## src/rtl/core/bpc_pkg.sv

```systemverilog
// ----------------------------------------------------------------------------
// bpc_pkg
// Types and constants shared by the button press classifier.
// ----------------------------------------------------------------------------
package bpc_pkg;

  localparam int unsigned NUM_BUTTONS_DEF = 2;
  localparam int unsigned MAX_BUTTONS     = 16;

  localparam int unsigned PIN_W   = 2;
  localparam int unsigned IDX_W   = 1;
  localparam int unsigned CNT_W   = 16;
  localparam int unsigned CFG_W   = 16;
  localparam int unsigned CFG_IDX_W = 1;

  localparam logic [CNT_W-1:0] DEBOUNCE_RST = 16'd30;
  localparam logic [CNT_W-1:0] LONG_RST     = 16'd1000;
  localparam logic [CNT_W-1:0] CNT_MAX      = '1;

  localparam logic OP_TICK = 1'b0;
  localparam logic OP_READ = 1'b1;

  localparam logic [CFG_IDX_W-1:0] REG_DEBOUNCE = 1'd0;
  localparam logic [CFG_IDX_W-1:0] REG_LONG     = 1'd1;

  typedef enum logic [1:0] {
    PHASE_IDLE  = 2'd0,
    PHASE_COUNT = 2'd1,
    PHASE_LONG  = 2'd2
  } bpc_phase_e;

  typedef enum logic [1:0] {
    EV_NONE  = 2'd0,
    EV_SHORT = 2'd1,
    EV_LONG  = 2'd2
  } bpc_event_e;

endpackage

```

## src/rtl/core/bpc_in_if.sv

```systemverilog
// ----------------------------------------------------------------------------
// bpc_in_if
// Input channel: tick or read beat with valid/ready.
// ----------------------------------------------------------------------------
interface bpc_in_if
  import bpc_pkg::*;
();
  logic             valid;
  logic             ready;
  logic             operation;
  logic [PIN_W-1:0] pin_levels;
  logic [IDX_W-1:0] button_index;

  modport source (output valid, operation, pin_levels, button_index, input ready);
  modport sink   (input valid, operation, pin_levels, button_index, output ready);
endinterface

```

## src/rtl/core/bpc_out_if.sv

```systemverilog
// ----------------------------------------------------------------------------
// bpc_out_if
// Output channel: event code beat with valid/ready.
// ----------------------------------------------------------------------------
interface bpc_out_if;
  logic       valid;
  logic       ready;
  logic [1:0] event_code;

  modport source (output valid, event_code, input ready);
  modport sink   (input valid, event_code, output ready);
endinterface

```

## src/rtl/core/button_press_classifier.sv

```systemverilog
// ----------------------------------------------------------------------------
// button_press_classifier
// Per-button short/long press classification with latched read-and-clear
// events.
// ----------------------------------------------------------------------------
//  port      | dir | beat contents
//  ----------+-----+------------------------------------------------
//  in_i      | in  | operation, pin_levels, button_index
//  out_o     | out | event_code (one beat per read, none per tick)
//  cfg_*_i   | in  | register index, 16-bit data, write enable
//
//  One beat per cycle while in_i.ready is high; per-button state updates at the accepting edge.
//  A read result sits in the output register the cycle after its beat.
//  in_i.ready drops only while the output register is full and stalled.
//  Reset clears all button state, pending events and the output valid flag; the output code is not reset.
// ----------------------------------------------------------------------------
module button_press_classifier
  import bpc_pkg::*;
#(
  parameter int unsigned NumButtons = NUM_BUTTONS_DEF
) (
  input  logic                 clk_i,
  input  logic                 rst_ni,
  input  logic                 cfg_we_i,
  input  logic [CFG_IDX_W-1:0] cfg_idx_i,
  input  logic [CFG_W-1:0]     cfg_data_i,
  bpc_in_if.sink               in_i,
  bpc_out_if.source            out_o
);

  logic [CNT_W-1:0] debounce_q, long_q;

  always_ff @(posedge clk_i or negedge rst_ni) begin
    if (!rst_ni) begin
      debounce_q <= DEBOUNCE_RST;
      long_q     <= LONG_RST;
    end else if (cfg_we_i) begin
      unique case (cfg_idx_i)
        REG_DEBOUNCE: debounce_q <= cfg_data_i;
        REG_LONG:     long_q     <= cfg_data_i;
        default: ;
      endcase
    end
  end

  logic       out_valid_q;
  logic [1:0] out_code_q;
  logic       accept, do_tick, do_read;

  assign in_i.ready = !out_valid_q || out_o.ready;
  assign accept     = in_i.valid && in_i.ready;
  assign do_tick    = accept && (in_i.operation == OP_TICK);
  assign do_read    = accept && (in_i.operation == OP_READ);

  bpc_phase_e       phase_q [NumButtons];
  bpc_phase_e       phase_d [NumButtons];
  logic [CNT_W-1:0] count_q [NumButtons];
  logic [CNT_W-1:0] count_d [NumButtons];
  logic [1:0]       pend_q  [NumButtons];
  logic [1:0]       pend_d  [NumButtons];
  logic [NumButtons-1:0] pressed, sel;

  for (genvar b = 0; b < NumButtons; b++) begin : g_btn
    if (b < PIN_W) begin : g_pin
      assign pressed[b] = in_i.pin_levels[b];
    end else begin : g_nopin
      assign pressed[b] = 1'b0;
    end
    if (b < (1 << IDX_W)) begin : g_sel
      assign sel[b] = do_read && (in_i.button_index == IDX_W'(b));
    end else begin : g_nosel
      assign sel[b] = 1'b0;
    end

    always_comb begin
      logic [CNT_W-1:0] inc;
      phase_d[b] = phase_q[b];
      count_d[b] = count_q[b];
      pend_d[b]  = pend_q[b];
      inc = (count_q[b] != CNT_MAX) ? count_q[b] + 1'b1 : count_q[b];
      if (do_tick) begin
        if (pressed[b]) begin
          if (phase_q[b] == PHASE_IDLE || phase_q[b] == PHASE_COUNT) begin
            phase_d[b] = PHASE_COUNT;
            count_d[b] = inc;
            if (inc >= long_q) begin
              pend_d[b]  = EV_LONG;
              phase_d[b] = PHASE_LONG;
            end
          end
        end else begin
          if (phase_q[b] == PHASE_COUNT && count_q[b] >= debounce_q) begin
            pend_d[b] = EV_SHORT;
          end
          phase_d[b] = PHASE_IDLE;
          count_d[b] = '0;
        end
      end else if (sel[b]) begin
        pend_d[b] = EV_NONE;
      end
    end

    always_ff @(posedge clk_i or negedge rst_ni) begin
      if (!rst_ni) begin
        phase_q[b] <= PHASE_IDLE;
        count_q[b] <= '0;
        pend_q[b]  <= EV_NONE;
      end else begin
        phase_q[b] <= phase_d[b];
        count_q[b] <= count_d[b];
        pend_q[b]  <= pend_d[b];
      end
    end
  end

  logic [1:0] read_code;

  always_comb begin
    read_code = EV_NONE;
    for (int b = 0; b < NumButtons; b++) begin
      if (sel[b]) begin
        read_code = read_code | pend_q[b];
      end
    end
  end

  always_ff @(posedge clk_i or negedge rst_ni) begin
    if (!rst_ni) begin
      out_valid_q <= 1'b0;
    end else if (in_i.ready) begin
      out_valid_q <= do_read;
    end
  end

  always_ff @(posedge clk_i) begin
    if (do_read) begin
      out_code_q <= read_code;
    end
  end

  assign out_o.valid      = out_valid_q;
  assign out_o.event_code = out_code_q;

endmodule

```

## src/flat_wrapper.sv

```systemverilog
// flat-port wrapper written by rule: the top's interface ports become plain ports
module button_press_classifier_flat import bpc_pkg::*;
#(
  parameter int unsigned NumButtons = NUM_BUTTONS_DEF
)
  (clk_i, rst_ni, cfg_we_i, cfg_idx_i, cfg_data_i, in_i_valid, in_i_operation, in_i_pin_levels, in_i_button_index, in_i_ready, out_o_valid, out_o_event_code, out_o_ready);
  bpc_in_if in_i_i ();
  bpc_out_if out_o_i ();
  input  logic clk_i;
  input  logic rst_ni;
  input  logic cfg_we_i;
  input  logic [CFG_IDX_W-1:0] cfg_idx_i;
  input  logic [CFG_W-1:0] cfg_data_i;
  input wire logic [$bits(in_i_i.valid)-1:0] in_i_valid;
  input wire logic [$bits(in_i_i.operation)-1:0] in_i_operation;
  input wire logic [$bits(in_i_i.pin_levels)-1:0] in_i_pin_levels;
  input wire logic [$bits(in_i_i.button_index)-1:0] in_i_button_index;
  output wire logic [$bits(in_i_i.ready)-1:0] in_i_ready;
  output wire logic [$bits(out_o_i.valid)-1:0] out_o_valid;
  output wire logic [$bits(out_o_i.event_code)-1:0] out_o_event_code;
  input wire logic [$bits(out_o_i.ready)-1:0] out_o_ready;
  assign in_i_i.valid = in_i_valid;
  assign in_i_i.operation = in_i_operation;
  assign in_i_i.pin_levels = in_i_pin_levels;
  assign in_i_i.button_index = in_i_button_index;
  assign in_i_ready = in_i_i.ready;
  assign out_o_valid = out_o_i.valid;
  assign out_o_event_code = out_o_i.event_code;
  assign out_o_i.ready = out_o_ready;
  button_press_classifier #(.NumButtons(NumButtons)) u_core (.clk_i(clk_i), .rst_ni(rst_ni), .cfg_we_i(cfg_we_i), .cfg_idx_i(cfg_idx_i), .cfg_data_i(cfg_data_i), .in_i(in_i_i), .out_o(out_o_i));
endmodule
```

## config.mk

```make
export PLATFORM = sky130hd
export DESIGN_NAME = button_press_classifier_flat
export DESIGN_NICKNAME = d
export VERILOG_FILES = /design/src/rtl/core/bpc_pkg.sv /design/src/rtl/core/bpc_in_if.sv /design/src/rtl/core/bpc_out_if.sv /design/src/rtl/core/button_press_classifier.sv /design/src/flat_wrapper.sv
export SDC_FILE = /design/constraint.sdc
export NUM_CORES = 1
export LEC_CHECK = 0
export BUFFER_PORTS_ARGS = -buffer_cell sky130_fd_sc_hd__buf_4
export CAP_MARGIN = 25
export CORE_UTILIZATION = 58
export CTS_BUF_LIST = sky130_fd_sc_hd__clkbuf_4
export DETAILED_ROUTE_END_ITERATION = 8
export PLACE_DENSITY = 0.85
export SETUP_SLACK_MARGIN = 0.15
export SYNTH_ARGS = -nofsm -noshare
export SYNTH_HDL_FRONTEND = slang
export SYNTH_SLANG_ARGS = --single-unit
```

## constraint.sdc

```tcl
create_clock -name clk_i -period 3.3 [get_ports clk_i]
set_input_delay 0.825 -clock clk_i [delete_from_list [all_inputs] [get_ports clk_i]]
set_output_delay 0.825 -clock clk_i [all_outputs]
set_load 0.01 [all_outputs]
```

# Yosys cells after proc, flatten, opt, wreduce, memory -nomap -nowiden
# Index checks and enable logic that the tools add are counted.
# word_totals
inputBits	26
register_bits	75
output_inout_bits	4
word_cells	79
# classes
n_bitwise	4
addsub	2
order_cmp	4
mux	26
reduce_logical	21
n_eq_ne	12
# ops
op	n
16-bit two-way mux	6
16-bit >= comparator	4
2-bit two-way mux	20
16-bit by 1-bit adder with 16-bit output, second input constant	2
16-bit inequality test, second input constant	2
3-bit inequality test, second input constant	6
2-bit AND reduction	4
4-bit AND reduction	2
1-bit logical AND	7
2-bit by 1-bit equality test with 1-bit output, second input constant	2
2-bit zero test	2
2-bit by 1-bit inequality test with 1-bit output, second input constant	2
2-bit nonzero test	2
1-bit logical OR	3
1-bit NOT	3
2-bit OR	1
1-bit zero test	1

# Longest topological paths before layout
# logic_depth
depth_word	8
mapped_depth	14

# Worst setup path before layout
# Ideal clock, no wire load.
# synth_path
path_type	reg-to-reg
start	reg u_core.count_q[16] in the netlist's numbering
end	reg u_core.pend_q[3] in the netlist's numbering
setup_ns	0.069
required_time_ns	3.231
stages_incl_launch_ff	12
path_slack_ns	0.239
t_arrival_ns	2.991
path_cell_list	dfrtp_1 > ha_1 > nand3_1 > nor3_4 > or4b_4 > xnor2_1 > ha_1 > nand4_1 > o31ai_1 > a211o_1 > or4b_2 > nand3_1
# synth_between
elab_chain_cells	5
elab_cells_between_ends	9
# synth_lines
element	line_no	text
start, declared	button_press_classifier.sv:57	logic [CNT_W-1:0] count_q [NumButtons];
start signal, assigned by index	button_press_classifier.sv:110	count_q[b] <= count_d[b];
16-bit by 1-bit adder with 16-bit output or 16-bit inequality test (tied branches)	button_press_classifier.sv:80	inc = (count_q[b] != CNT_MAX) ? count_q[b] + 1'b1 : count_q[b];
16-bit two-way mux	button_press_classifier.sv:80	
16-bit >= comparator	button_press_classifier.sv:86	if (inc >= long_q) begin
3-bit inequality test (no line)	n/a	
4-bit AND reduction (no line) *	n/a	
end signal, assigned by index	button_press_classifier.sv:111	pend_q[b] <= pend_d[b];
end, declared	button_press_classifier.sv:59	logic [1:0] pend_q [NumButtons];
# Mark *: on every way between the ends. The rest lies on a longest branch, timed or not.
# A chain may end at the register's enable or synchronous reset.

# Final worst setup path
# layout_path
start	reg u_core.count_q[27] in the netlist's numbering
end	reg u_core.pend_q[2] in the netlist's numbering
# The elaborated chain is that of the path after synthesis.

==> reports/results.tsv <==
metric	value	unit
status	finished, violations left	
violations	design-rule violations	
drc	8	
drtPass1Iterations	8	
cts_root_buffer	clkbuf_4	
max_cap_violations	0	
rows	34	
synth_cell_types	62	
drive_gt1_share	22.9	%
ys.flop_type	dfrtp_1	
power.internal	1.45	mW
cts_tree	built	
io_buffers	29	
leakage	2.97	nW
synth-async-reset-ratio	97.3	%
path_depth	14	
fin_nets	739	
crit_type	reg -> reg	
swShare	33.3	%
cts_hold_buf	0	
p_clk_share	23.1	%
cpPeakStageDelay	0.50	ns
worst_slew_pin_slew	0.726	ns
multi_input_area	3340	sq um
synth_top_family_by_area	compound AO/OA/AOI/OAI gates	
crit_family	compound AO/OA/AOI/OAI gates	
routabilityCongestion	0.927	
fillers	657	
cts_sinks	75	
synthSimpleGateAreaFrac	18.3	%
netlist_area	5330	sq um
area_growth	15.7	%
rrSetupSlack	0.26	ns
cts_max_level	3	
fmax	0.329	GHz
synth_edf_count	2	
period_minus_slack	3.04	ns
cp-end-kind	register	
final_common_cell	buf_4	
r2r_cells	14	
dieArea	9570	sq um
grt_first_pass_wirelength	23200	um
yosysSeqAreaShare	35.6	%
dieHeight	97.9	um
p_total	2.18	mW
seqPwrFrac	49.4	%
setup_viol	0	
grt_use_met1	38.1	%
grt.busiest_layer	met2	
die_w	97.9	um
wl_per_cell	18.9	um
synthMuxAreaShare	4.60	%
holdCritPathClass	in -> async	
global_route.usage.met2	52.5	%
grt_start_max_net_pins	74	
fin_skew	0.0109	ns
post-place-cells	734	
grt-ovfl-total	0	
drt_iter0_drc	342	
cp-start-kind	register	
cp.required	3.68	ns
layout_common_cells	buf_4 (64), ha_1 (63), nand2_1 (61), dfrtp_1 (59), a21oi_1 (47)	
synth-xor-area-share	3.45	%
synth_compound_area_share	18.3	%
cts.clk_slew.worst_paths	0.11	ns
final_cell_count_no_fill	760	
syn_inst	587	
use_met3	5.80	%
grt_usage	31.0	%
finalSetupTns	0	ns
yosysWarnings	0	
slew_viol_final	0	
diodes	0	
via_per_inst	6.45	
ant_nets	0	
grt_setup_unrepaired	yes	
finalHoldViolations	0	
crit_fanout	5	
coreArea	8810	sq um
start_util	60.5	%
register_area	1900	sq um
insertion_delay	0.44	ns
avgSynthCellArea	9.08	sq um
finalCritPeriodShare	92.1	%
ys_ff_latch	75	
cts_buffers	9	
crit_arrival	3.42	ns
critPathBufInv	2	
top_level_ports	30	
p_sw	0.724	mW
syn_nets	679	
via_count	4904	
power_frac_comb	27.5	%
antenna_found_initial	0	
hpwl	10800	um
wirelength	14300	um
ir_drop	0.219	mV
critical_path.cell_chain	and3_4 > nand4_4 > nor3_4 > or4b_4 > xnor2_1 > ha_1 > buf_4 > a21oi_2 > o21a_1 > o31ai_2 > a211o_1 > buf_6 > a21oi_2 > a211o_1	
clock_path_buffers	2	
synth_fa_ha_area_share	15.5	%
cp_slowest_cell	or4b_4	
grt_pass1_vias	4832	
relSlewSlack	51.5	%
powerDensity	353	nW/um^2
[synthesized netlist by cell type (all sizes together), types with 5 or more instances]
master	n	area share, %
nor3	12	1.4
dfstp	10	4.9
xnor2	11	1.8
mux2	20	4.2
inv	42	3.0
a31oi	15	1.8
buf	6	0.54
dfrtp	63	30
and3	5	0.59
o31ai	7	0.99
nor2	29	2.0
o21ai	46	4.4
nand3	22	2.1
or3	6	0.70
a21o	5	0.70
nand2	61	4.3
o21a	9	1.3
nand2b	10	1.2
nand4	17	2.6
clkbuf	11	0.77
ha	66	15
a21oi	50	4.7
a22o	5	0.82
xor2	10	1.6
[final timing paths]
kind,start,to
max,u_core.count_q[27],u_core.pend_q[2]
min,rst_ni,u_core.phase_q[2]
max reg2reg,u_core.count_q[27],u_core.pend_q[2]
min reg2reg,u_core.phase_q[0],u_core.phase_q[0]
max in group asynchronous,rst_ni,u_core.long_q[3]
min in group clk_i,u_core.phase_q[0],u_core.phase_q[0]
[state kept, by name, summed over array words and instances, names as in the netlist]
register	count
u_core.count_q	32
u_core.out_o.valid	1
u_core.out_o.event_code	2
u_core.long_q	16
u_core.debounce_q	16
u_core.pend_q	4
u_core.phase_q	4
[cell type report]
type                            instances  area share, %
Clock buffer                           12           1.46
Clock inverter                          4          0.284
Inverter                               42           2.56
Multi-Input combinational cell        453           54.2
Sequential cell                        75           30.9
Tap cell                              108           2.19
Timing Repair Buffer                   66           8.42
[logic make-up after synthesis]
| family | after synthesis |
|---|---|
| buffers and inverters | 59 |
| adder cells (fa/ha/maj) | 66 |
| AND/OR/NAND/NOR | 185 |
| AO/OA/AOI/OAI | 159 |
| multiplexers | 22 |
| flip-flops | 75 |
| XOR/XNOR | 21 |
[power by group through the flow]
stage          combinational [mW]  sequential (mW)  clock [mW]
2_1_floorplan               0.335             1.08           0
3_3_place_gp                0.492             1.08           0
3_5_place_dp                0.535             1.09           0
4_1_cts                     0.564             1.07       0.500
5_1_grt                     0.670             1.08       0.541
6_report                    0.599             1.07       0.502
[timing repair]
item	4_1_cts	5_1_grt
pin swaps	6	9
resized for setup	12	23
buffers inserted	6	3
endpoints found under the setup margin	5	7
[worst register-to-register path, cell delays in order, from the launching register on]
cell and delay [ns]:
dfrtp_1 0.42, and3_4 0.19, nand4_4 0.15, nor3_4 0.08, or4b_4 0.51, xnor2_1 0.14, ha_1 0.31, buf_4 0.15
a21oi_2 0.11, o21a_1 0.15, o31ai_2 0.09, a211o_1 0.34, buf_6 0.14, a21oi_2 0.13, a211o_1 0.10
[per-layer routing]
layer | vias to the layer above | wire length (um)
met5 | - | 0
met4 | 0 | 610
met3 | 52 | 987
met2 | 246 | 6910
met1 | 2343 | 5820
li1 | 2263 | -
[through the flow]
| stage | utilization, % | worst slack, ns | hold slack (ns) | cell area [sq um] |
|---|---|---|---|---|
| after floorplan | - | 0.239 | 0.451 | 5330 |
| after CTS | 68.5 | 0.164 | 0.516 | 6030 |
| after global routing | 70.0 | 0.146 | 0.157 | 6160 |
| after global placement | 66.2 | 0.165 | 0.473 | 5830 |
| after detailed placement | 66.2 | 0.0158 | 0.487 | 5830 |
| final | 70.0 | 0.260 | 0.171 | 6160 |
Note: power is estimated with default switching activity, not from simulation.
